--- config.mk ---
export PLATFORM = sky130hd
export DESIGN_NAME = pedometer_step_accumulator
export DESIGN_NICKNAME = d
export VERILOG_FILES = /design/src/psa_pkg.sv /design/src/psa_cfg_regs.sv /design/src/psa_update.sv /design/src/pedometer_step_accumulator.sv
export SDC_FILE = /design/constraint.sdc
export NUM_CORES = 2
export LEC_CHECK = 0
export BUFFER_PORTS_ARGS = -buffer_cell sky130_fd_sc_hd__buf_2
export CORE_MARGIN = 8
export CORE_UTILIZATION = 45
export DETAILED_ROUTE_END_ITERATION = 16
export SLEW_MARGIN = 20
export SYNTH_ARGS = -nofsm -noshare
export SYNTH_HDL_FRONTEND = slang
export SYNTH_SLANG_ARGS = --single-unit
--- constraint.sdc ---
create_clock -name clk_i -period 28.4 [get_ports clk_i]
set_input_delay 1.42 -clock clk_i [delete_from_list [all_inputs] [get_ports clk_i]]
set_output_delay 1.42 -clock clk_i [all_outputs]
set_load 0.005 [all_outputs]
--- src/psa_pkg.sv ---
// ---------------------------------------------------------------------------
// psa_pkg: shared types and constants of the pedometer step accumulator
// Register indexes, reset values, configuration, state, input word and
// result word layouts used by the accumulator modules.
// ---------------------------------------------------------------------------
package psa_pkg;

  // Configuration register indexes
  typedef enum logic [2:0] {
    REG_STEPS_PER_MIN  = 3'd0,
    REG_GAP_MAX        = 3'd1,
    REG_REJECTS_DROP   = 3'd2,
    REG_STALE_LIMIT    = 3'd3,
    REG_FEATURE_ON     = 3'd4
  } psa_reg_e;

  localparam int unsigned CfgIdxW  = 3;
  localparam int unsigned CfgDataW = 16;

  // Display status codes
  typedef enum logic [1:0] {
    DISP_HIDDEN  = 2'd0,
    DISP_STOPPED = 2'd1,
    DISP_LIVE    = 2'd2
  } psa_disp_e;

  // Reset values of the configuration registers
  localparam logic [15:0] RstStepsPerMin = 16'd250;
  localparam logic [15:0] RstGapMax      = 16'd60;
  localparam logic [7:0]  RstRejectsDrop = 8'd3;
  localparam logic [15:0] RstStaleLimit  = 16'd30;
  localparam logic        RstFeatureOn   = 1'b1;

  // Saturation limits
  localparam logic [7:0]  RejectRunMax = 8'hFF;
  localparam logic [31:0] CountMax     = 32'hFFFF_FFFF;

  typedef struct packed {
    logic [15:0] steps_per_minute_max;
    logic [15:0] credited_gap_max;
    logic [7:0]  rejections_before_drop;
    logic [15:0] stale_limit_minutes;
    logic        feature_on;
  } psa_cfg_t;

  typedef struct packed {
    logic        has_baseline;
    logic [31:0] baseline_count;
    logic [31:0] today_total;
    logic [31:0] yesterday_total;
    logic [7:0]  reject_run;
    logic        day_seen;
    logic [31:0] current_day;
    logic [31:0] minutes_unread;
  } psa_state_t;

  typedef struct packed {
    logic        got_reading;
    logic        expected_reading;
    logic [31:0] raw_count;
    logic [31:0] minutes_elapsed;
    logic [31:0] day_number;
    logic        clock_trusted;
    logic        sensor_failed;
  } psa_in_t;

  typedef struct packed {
    logic [31:0] steps_added;
    logic        restart_seen;
    logic        reading_rejected;
    logic        baseline_lost;
    logic        day_changed;
    logic [31:0] steps_today;
    logic [31:0] steps_yesterday;
    psa_disp_e   display_status;
  } psa_res_t;

endpackage

--- src/psa_cfg_regs.sv ---
// ---------------------------------------------------------------------------
// psa_cfg_regs: configuration register file
// Holds the five configuration registers, written through a plain write port.
// ---------------------------------------------------------------------------
module psa_cfg_regs (
  input  logic                          clk_i,
  input  logic                          rst_ni,
  input  logic                          cfg_we_i,
  input  logic [psa_pkg::CfgIdxW-1:0]   cfg_idx_i,
  input  logic [psa_pkg::CfgDataW-1:0]  cfg_data_i,
  output psa_pkg::psa_cfg_t             cfg_o
);
  import psa_pkg::*;

  psa_cfg_t cfg_q;

  always_ff @(posedge clk_i or negedge rst_ni) begin
    if (!rst_ni) begin
      cfg_q.steps_per_minute_max   <= RstStepsPerMin;
      cfg_q.credited_gap_max       <= RstGapMax;
      cfg_q.rejections_before_drop <= RstRejectsDrop;
      cfg_q.stale_limit_minutes    <= RstStaleLimit;
      cfg_q.feature_on             <= RstFeatureOn;
    end else if (cfg_we_i) begin
      // unknown indexes are dropped
      case (cfg_idx_i)
        REG_STEPS_PER_MIN: cfg_q.steps_per_minute_max   <= cfg_data_i;
        REG_GAP_MAX:       cfg_q.credited_gap_max       <= cfg_data_i;
        REG_REJECTS_DROP:  cfg_q.rejections_before_drop <= cfg_data_i[7:0];
        REG_STALE_LIMIT:   cfg_q.stale_limit_minutes    <= cfg_data_i;
        REG_FEATURE_ON:    cfg_q.feature_on             <= cfg_data_i[0];
        default: ;
      endcase
    end
  end

  assign cfg_o = cfg_q;

endmodule

--- src/psa_update.sv ---
// ---------------------------------------------------------------------------
// psa_update: single-pass state update
// Works out the next accumulator state and the result word for one wake.
// ---------------------------------------------------------------------------
module psa_update (
  input  psa_pkg::psa_cfg_t   cfg_i,
  input  psa_pkg::psa_state_t st_i,
  input  psa_pkg::psa_in_t    wake_i,
  output psa_pkg::psa_state_t st_o,
  output psa_pkg::psa_res_t   res_o
);
  import psa_pkg::*;

  logic        back;
  logic [31:0] delta;
  logic [31:0] mins_raw;
  logic [15:0] mins;
  logic [31:0] bound;
  logic        credit;
  logic [32:0] today_sum;
  logic [31:0] today_cred;
  logic [7:0]  run_inc;
  logic [32:0] unread_sum;

  always_comb begin
    back       = wake_i.raw_count < st_i.baseline_count;
    delta      = back ? wake_i.raw_count : wake_i.raw_count - st_i.baseline_count;
    mins_raw   = (wake_i.minutes_elapsed == 32'd0) ? 32'd1 : wake_i.minutes_elapsed;
    mins       = (mins_raw > {16'd0, cfg_i.credited_gap_max}) ? cfg_i.credited_gap_max
                                                               : mins_raw[15:0];
    bound      = {16'd0, mins} * {16'd0, cfg_i.steps_per_minute_max};
    credit     = delta <= bound;
    today_sum  = {1'b0, st_i.today_total} + {1'b0, delta};
    today_cred = today_sum[32] ? CountMax : today_sum[31:0];
    run_inc    = (st_i.reject_run == RejectRunMax) ? RejectRunMax : st_i.reject_run + 8'd1;
    unread_sum = {1'b0, st_i.minutes_unread} + {1'b0, wake_i.minutes_elapsed};

    st_o                   = st_i;
    res_o.steps_added      = 32'd0;
    res_o.restart_seen     = 1'b0;
    res_o.reading_rejected = 1'b0;
    res_o.baseline_lost    = 1'b0;
    res_o.day_changed      = 1'b0;

    if (wake_i.got_reading) begin
      if (!st_i.has_baseline) begin
        st_o.has_baseline   = 1'b1;
        st_o.baseline_count = wake_i.raw_count;
      end else if (credit) begin
        st_o.baseline_count = wake_i.raw_count;
        st_o.today_total    = today_cred;
        st_o.reject_run     = 8'd0;
        res_o.steps_added   = delta;
        res_o.restart_seen  = back;
      end else begin
        res_o.reading_rejected = 1'b1;
        st_o.reject_run        = run_inc;
        if (run_inc >= cfg_i.rejections_before_drop) begin
          st_o.has_baseline   = 1'b0;
          st_o.baseline_count = 32'd0;
          st_o.reject_run     = 8'd0;
          res_o.baseline_lost = 1'b1;
        end
      end
      if (wake_i.clock_trusted) begin
        if (!st_i.day_seen) begin
          st_o.day_seen    = 1'b1;
          st_o.current_day = wake_i.day_number;
        end else if (wake_i.day_number != st_i.current_day) begin
          st_o.yesterday_total = st_o.today_total;
          st_o.today_total     = 32'd0;
          st_o.current_day     = wake_i.day_number;
          res_o.day_changed    = 1'b1;
        end
      end
      st_o.minutes_unread = 32'd0;
    end else if (wake_i.expected_reading) begin
      st_o.minutes_unread = unread_sum[32] ? CountMax : unread_sum[31:0];
    end

    res_o.steps_today     = st_o.today_total;
    res_o.steps_yesterday = st_o.yesterday_total;

    if (!cfg_i.feature_on) begin
      res_o.display_status = DISP_HIDDEN;
    end else if (wake_i.sensor_failed || !st_o.has_baseline ||
                 st_o.minutes_unread >= {16'd0, cfg_i.stale_limit_minutes}) begin
      res_o.display_status = DISP_STOPPED;
    end else begin
      res_o.display_status = DISP_LIVE;
    end
  end

endmodule

--- src/pedometer_step_accumulator.sv ---
// ---------------------------------------------------------------------------
// pedometer_step_accumulator: wake-event step accumulator
// Credits plausible sensor step deltas to a daily total, rolls days over and
// tracks how long the sensor has gone unread.
// ---------------------------------------------------------------------------
// One input word describes one wake; it yields exactly one result word. Words
// enter an input register, pass once through the update logic against the
// held state, and land in a result register; the block takes one word per
// cycle for as long as the result side keeps taking them. The limit on that
// rate is the state feedback through the combinational update logic
// (subtract, bound multiply, saturating adds). The input register frees
// itself whenever its word moves on, so a new word is taken while a finished
// result still waits to be taken.
// Configuration writes take effect at the next clock edge and should only be
// made while no word is in flight.
// ---------------------------------------------------------------------------
module pedometer_step_accumulator (
  input  logic                          clk_i,
  input  logic                          rst_ni,
  // configuration write port
  input  logic                          cfg_we_i,
  input  logic [psa_pkg::CfgIdxW-1:0]   cfg_idx_i,
  input  logic [psa_pkg::CfgDataW-1:0]  cfg_data_i,
  // input words
  input  logic                          in_valid_i,
  output logic                          in_ready_o,
  input  logic                          got_reading_i,
  input  logic                          expected_reading_i,
  input  logic [31:0]                   raw_count_i,
  input  logic [31:0]                   minutes_elapsed_i,
  input  logic signed [31:0]            day_number_i,
  input  logic                          clock_trusted_i,
  input  logic                          sensor_failed_i,
  // result words
  output logic                          out_valid_o,
  input  logic                          out_ready_i,
  output logic [31:0]                   steps_added_o,
  output logic                          restart_seen_o,
  output logic                          reading_rejected_o,
  output logic                          baseline_lost_o,
  output logic                          day_changed_o,
  output logic [31:0]                   steps_today_o,
  output logic [31:0]                   steps_yesterday_o,
  output logic [1:0]                    display_status_o
);
  import psa_pkg::*;

  psa_cfg_t   cfg;
  psa_state_t st_q, st_d;
  psa_in_t    in_q;
  logic       in_vld_q;
  psa_res_t   res_d, res_q;
  logic       out_vld_q;
  logic       out_free;
  logic       advance;

  psa_cfg_regs u_cfg (
    .clk_i      (clk_i),
    .rst_ni     (rst_ni),
    .cfg_we_i   (cfg_we_i),
    .cfg_idx_i  (cfg_idx_i),
    .cfg_data_i (cfg_data_i),
    .cfg_o      (cfg)
  );

  psa_update u_update (
    .cfg_i  (cfg),
    .st_i   (st_q),
    .wake_i (in_q),
    .st_o   (st_d),
    .res_o  (res_d)
  );

  // Advance the held word when the result register is empty or being emptied
  assign out_free   = !out_vld_q || out_ready_i;
  assign advance    = in_vld_q && out_free;
  assign in_ready_o = !in_vld_q || advance;

  // Input register: capture a word on accept, drop it once it has moved on
  always_ff @(posedge clk_i or negedge rst_ni) begin
    if (!rst_ni) begin
      in_vld_q <= 1'b0;
    end else if (in_valid_i && in_ready_o) begin
      in_vld_q <= 1'b1;
    end else if (advance) begin
      in_vld_q <= 1'b0;
    end
  end

  always_ff @(posedge clk_i) begin
    if (in_valid_i && in_ready_o) begin
      in_q.got_reading      <= got_reading_i;
      in_q.expected_reading <= expected_reading_i;
      in_q.raw_count        <= raw_count_i;
      in_q.minutes_elapsed  <= minutes_elapsed_i;
      in_q.day_number       <= $unsigned(day_number_i);
      in_q.clock_trusted    <= clock_trusted_i;
      in_q.sensor_failed    <= sensor_failed_i;
    end
  end

  // Accumulator state: commit the update as the word moves into the result
  always_ff @(posedge clk_i or negedge rst_ni) begin
    if (!rst_ni) begin
      st_q <= '0;
    end else if (advance) begin
      st_q <= st_d;
    end
  end

  // Result register: hold until taken
  always_ff @(posedge clk_i or negedge rst_ni) begin
    if (!rst_ni) begin
      out_vld_q <= 1'b0;
    end else if (advance) begin
      out_vld_q <= 1'b1;
    end else if (out_ready_i) begin
      out_vld_q <= 1'b0;
    end
  end

  always_ff @(posedge clk_i) begin
    if (advance) begin
      res_q <= res_d;
    end
  end

  assign out_valid_o        = out_vld_q;
  assign steps_added_o      = res_q.steps_added;
  assign restart_seen_o     = res_q.restart_seen;
  assign reading_rejected_o = res_q.reading_rejected;
  assign baseline_lost_o    = res_q.baseline_lost;
  assign day_changed_o      = res_q.day_changed;
  assign steps_today_o      = res_q.steps_today;
  assign steps_yesterday_o  = res_q.steps_yesterday;
  assign display_status_o   = res_q.display_status;

  // A dropped baseline only ever follows a rejected reading
  a_lost_needs_reject : assert property (@(posedge clk_i) disable iff (!rst_ni)
    out_vld_q && res_q.baseline_lost |-> res_q.reading_rejected)
    else $error("baseline dropped without a rejection");

  // A rejected reading credits nothing and is no restart
  a_reject_no_credit : assert property (@(posedge clk_i) disable iff (!rst_ni)
    out_vld_q && res_q.reading_rejected |-> (res_q.steps_added == 32'd0) &&
                                             !res_q.restart_seen)
    else $error("rejected reading credited steps");

  // The waiting result matches the committed state: live needs a baseline
  a_live_has_base : assert property (@(posedge clk_i) disable iff (!rst_ni)
    out_vld_q && (res_q.display_status == DISP_LIVE) |-> st_q.has_baseline)
    else $error("live display without a baseline");

  // Shown totals track the committed state while the result waits
  a_totals_match : assert property (@(posedge clk_i) disable iff (!rst_ni)
    out_vld_q |-> (res_q.steps_today == st_q.today_total) &&
                  (res_q.steps_yesterday == st_q.yesterday_total))
    else $error("result totals differ from state");

endmodule

### Yosys cells after proc, flatten, opt, wreduce, memory -nomap -nowiden

Index checks and enable logic that the tools add are counted.

| operators by class | value |
|---|---|
| add/subtract/negate cells | 4 |
| multiply operators | 1 |
| divide/modulo/power cells | 0 |
| order comparisons | 5 |
| equal/unequal tests | 8 |
| shifts and indexed selects | 0 |
| multiplexer cells | 32 |
| bitwise operators | 2 |
| reduce and logical (&&, ||, !) cells | 26 |

Operators by type and width:

| operator | number |
|---|---|
| two-way mux 32 bit | 11 |
| two-way mux 64 bit | 3 |
| two-way mux 138 bit | 1 |
| two-way mux 33 bit | 3 |
| adder 32 x 32 -> 33 bit | 2 |
| >= comparator 32 x 16 -> 1 bit | 1 |
| greater-than comparator 32 x 16 -> 1 bit | 1 |
| <= comparator 32 bit | 1 |
| logical NOT 32 bit | 1 |
| < comparator 32 bit | 1 |
| multiplier 16 x 16 -> 32 bit | 1 |
| two-way mux 8 bit | 4 |
| inequality test 32 bit | 1 |
| subtractor 32 bit | 1 |
| two-way mux 16 bit | 1 |
| AND reduction 3 bit | 5 |
| AND reduction 2 bit | 6 |
| adder 8 x 1 -> 8 bit, second input constant | 1 |
| equality test 8 bit, second input constant | 1 |
| >= comparator 8 bit | 1 |
| two-way mux 1 bit | 7 |
| equality test 3 x 2 -> 1 bit, second input constant | 2 |
| logical OR 1 bit | 4 |
| two-way mux 2 bit | 2 |
| other kinds (11) | 16 |

| storage, ports and cells | value |
|---|---|
| register bits | 431 |
| latch bits | 0 |
| bits in writable memories | 0 |
| bits in read-only memories | 0 |
| input port bits | 124 |
| output and inout bits | 104 |
| word-level logic and storage cells | 108 |
| memories kept | 0 |

### Depth between registers and ports, before layout

| depth | value |
|---|---|
| word-level depth | 16 |
| depth in mapped cells | 50 |
| gate-level depth less buffers | 47 |

### Modules after synthesis

Synthesis repeated with hierarchy kept, for this count alone.

| unflattened totals | value |
|---|---|
| cells, all modules | 3343 |
| area total of the unflattened synthesis | 34693.3 µm² |

Modules (own cells, without submodules):

| module | times used | cells each | area each (µm²) |
|---|---|---|---|
| psa_update | 1 | 2650 | 19588.8 |
| pedometer_step_accumulator | 1 | 569 | 12903.6 |
| psa_cfg_regs | 1 | 124 | 2200.9 |

### Worst setup path after synthesis

Ideal clock, no wire load.

| timing | value |
|---|---|
| path kind | reg-to-reg |
| from | register in_q[35] in the netlist's numbering |
| to | register res_q (netlist bit steps_today_o[20]) (data pin) |
| arrival time | 10.608 ns |
| data required time | 28.127 ns |
| setup slack | 17.519 ns |
| stages on the path, launching flop included | 48 |
| clock period less this slack | 10.881 ns |
| cells stage by stage | edfxtp_1 nor4_1 nand4_1 nor2_1 nor2_1 ha_1 o221ai_1 a21o_1 a21o_1 a21o_1 a211oi_1 o21bai_1 clkbuf_1 mux2_2 clkbuf_1 nand2_1 fa_1 fa_1 (+12 left out) a221oi_1 a21bo_2 a221o_1 a221o_1 a21oi_1 xnor2_1 ha_1 nand3_1 nor3_1 a221oi_1 o21ai_0 o21ai_1 nand3b_1 a311o_1 clkbuf_1 clkbuf_1 nor2_1 o32ai_1 |

RTL lines:

| item | line | text |
|---|---|---|
| from (decl) | pedometer_step_accumulator.sv:50 | `psa_in_t in_q;` |
| to (signal assigned) | pedometer_step_accumulator.sv:124 | `res_q <= res_d;` |
| to (decl) | pedometer_step_accumulator.sv:52 | `psa_res_t res_d, res_q;` |

==> results.json <==
{
  "portBuffers": 227,
  "fmax_mhz": 81.70,
  "fin_crit_ns": 12.24,
  "muxShareOfSynthArea_pct": 3.943,
  "crit_path_start_kind": "flip-flop",
  "cap_violations": 0,
  "drive_above_1_share_pct": 13.70,
  "tns_ns": 0,
  "fp.dieW_um": 285.9,
  "die_y_um": 285.9,
  "cp_slowest_cell": "and2_2",
  "place.gp.congestion": 0.9247,
  "r2r_slack_ns": 16.16,
  "synth_top_family_by_area": "adder cells",
  "path_buf_inv": 6,
  "ctsResizeCount": 0,
  "yosys.area_share.simple_pct": 13.91,
  "drtIter0Drc": 1563,
  "grt_pass1_vias": 24970,
  "synthXorXnorAreaFrac_pct": 3.688,
  "synth_cells": 3325,
  "h-tree-depth": 2,
  "initial_core_util_pct": 45.15,
  "gr-total-overflow": 0,
  "clkTransAtPathRegs_ns": 0.06,
  "hold_class": "reg2reg",
  "yosys_warnings": 0,
  "rsz0062_at_grt": "false",
  "tritoncts": "yes",
  "fillers": 6781,
  "grtUsageTotal_pct": 21.64,
  "synth_ff_type": "dfrtp_1",
  "rows": 99,
  "dieArea_mm2": 0.08173,
  "clockBufferDepth": 3,
  "postCtsHoldBufs": 0,
  "synth_nets": 3919,
  "crit_type": "reg2reg",
  "slowest_delay_ns": 0.80,
  "pin_count": 228,
  "ys_ff_latch": 431,
  "insertion_delay_ns": 0.60,
  "avgRoutedWirePerCell_um": 19.95,
  "crit_path_end_kind": "flip-flop",
  "crit_arrival_ns": 12.63,
  "tightest_slew_ns": 0.9605,
  "status": "complete, no violations",
  "core_region_area_mm2": 0.07259,
  "cts.sinks": 431,
  "multi_input_comb_area_mm2": 0.01904,
  "slew_headroom_pct": 34.13,
  "vias_per_cell": 5.491,
  "synth_edf_count": 202,
  "required_ns": 28.79,
  "post-cts-setup-buffer-count": 0,
  "clockRootBuffer": "clkbuf_16",
  "synth_compound_area_share_pct": 13.92,
  "grt_max_degree": 81,
  "drv_slew": 0,
  "ant_nets": 0,
  "setup_viol": 0,
  "dr.pass1.iters": 7,
  "ys_types": 81,
  "hold_viol_final": 0,
  "hpwlAfterDp_um": 65640,
  "grt_pass1_wl_um": 141600,
  "area_delta_synth_final_pct": 11.40,
  "avgSynthCellArea_um2": 9.858,
  "drc_errors": 0,
  "cts_made_buffers": 49,
  "crit_top_cell": "fa_1",
  "post-route-period-util_pct": 43.10,
  "path_delay_family": "adder cells",
  "synth.cell_area_mm2": 0.03278,
  "antennaDiodeCount": 0,
  "cp_max_fo": 33,
  "seq_area_frac_synth_pct": 36.06,
  "wl_um": 89480,
  "dr_total_vias": 24620,
  "fin_nets": 4078,
  "antenna_found_initial": 0,
  "seq_area_mm2": 0.01182,
  "synthAdderAreaFrac_pct": 22.45,
  "skew_ns": 0.01842,
  "ys_async_sr_fraction_pct": 53.13
}
## layout by cell type, fill, tap and decap left out, types with 10 or more instances in the layout
master | synthesis | routed
mux2i_1 | 20 | 20
dfstp_2 | 17 | 17
o31ai_1 | 61 | 61
nor4_1 | 18 | 18
o211ai_1 | 10 | 10
a31oi_1 | 19 | 18
ha_1 | 273 | 273
o21ai_0 | 165 | 164
a21oi_1 | 155 | 155
nand2b_1 | 34 | 34
dfrtp_1 | 212 | 212
inv_1 | 375 | 374
a21o_1 | 75 | 75
clkbuf_1 | 125 | 13
mux2_2 | 97 | 97
a211oi_1 | 34 | 34
nand4_1 | 33 | 33
nor2_1 | 171 | 170
nand2_1 | 378 | 376
clkbuf_16 | 0 | 50
edfxtp_1 | 202 | 202
and2_1 | 142 | 140
o32ai_1 | 36 | 36
or3_1 | 11 | 11
o21a_1 | 21 | 21
nor3_1 | 24 | 24
buf_4 | 0 | 26
buf_2 | 11 | 226
o21bai_1 | 14 | 14
nor2b_1 | 29 | 29
xor2_1 | 49 | 49
fa_1 | 197 | 197
and3_1 | 21 | 21
xnor2_1 | 89 | 89
nand3_1 | 67 | 67
a22o_1 | 10 | 10
## Yosys cell counts (34+ instances only)
cell	count	area share [%]
o21ai_0	165	2.5
mux2_2	97	3.3
a21o_1	75	1.7
nand2_1	378	4.3
xor2_1	49	1.3
o32ai_1	36	0.96
a211oi_1	34	0.78
inv_1	375	4.3
o31ai_1	61	1.4
nor2_1	171	2.0
dfrtp_1	212	16
clkbuf_1	125	1.4
fa_1	197	12
xnor2_1	89	2.4
nand2b_1	34	0.65
a21oi_1	155	2.4
and2_1	142	2.7
ha_1	273	10
nand3_1	67	1.0
edfxtp_1	202	19
## state kept, by name, summed over array words and instances (netlist names)
register and count:
st_q 170, in_q 100, u_cfg.cfg_o 57, steps_added_o 32
steps_today_o 32, steps_yesterday_o 32, display_status_o 2, baseline_lost_o 1
day_changed_o 1, in_vld_q 1, out_valid_o 1, reading_rejected_o 1
restart_seen_o 1
## final timing paths
check	start	cells after the start	end
min in group asynchronous	rst_ni	1	u_cfg.cfg_o[22]
setup / recovery	in_q[62]	43	steps_today_o[15]
setup reg to reg	in_q[62]	43	steps_today_o[15]
max in group asynchronous	rst_ni	3	st_q[148]
hold / removal	st_q[77]	2	st_q[77]
hold reg to reg	st_q[77]	2	st_q[77]
## cell families (layout without fill, tap and decap cells)
family / after synthesis / count (layout)
AOI/OAI and AO/OA: 690 / 690
xor gates and xnor gates: 138 / 138
adders and majority gates: 470 / 470
buffers and inverters: 521 / 721
DFF: 431 / 431
muxes: 117 / 117
and+or+nand+nor: 958 / 958
## layer usage
metal  vias up  GRT usage, %  wire [um]
met5         -             0          0
met4         0         6.143       2479
met2       519         36.93      43130
met1     12150         28.84      39850
met3       138         2.658       4023
li1      11810             -          -
## area by class of cell
type / count / share of cell area [%]
sequential: 431 / 32.36
timing repair buffer: 254 / 3.749
clock buffer: 68 / 3.749
inverter: 375 / 3.862
clock inverter: 24 / 0.8567
tap: 959 / 3.286
multi-input combinational: 2373 / 52.13
## stage by stage
| stage | setup slack, ns | std cells | utilization, % | cell area (um^2) | hold slack, ns |
|---|---|---|---|---|---|
| final | 16.16 | 4484 | 50.30 | 36510 | 0.4773 |
| after global routing | 15.34 | 4484 | 50.30 | 36510 | 0.5025 |
| after CTS | 16.17 | 4483 | 50.27 | 36490 | 0.4790 |
| after detailed placement | 16.19 | 4391 | 47.95 | 34800 | 0.4657 |
| after global placement | 16.37 | 4391 | 47.95 | 34800 | 0.4599 |
| after floorplan | 17.52 | 3325 | - | 32780 | 0.4484 |
## worst reg2reg max path, delay by kind of cell, from the launching register on
kind            cells  cell delay (ns)
fa+ha+maj           9             3.76
compound gates     16             3.48
simple gates       11             3.14
buf+inv             6             0.76
mux                 1             0.52
flops               1             0.40
Power is not shown: default switching activity piles up to over one toggle a cycle in this logic, so the estimate is an artifact.
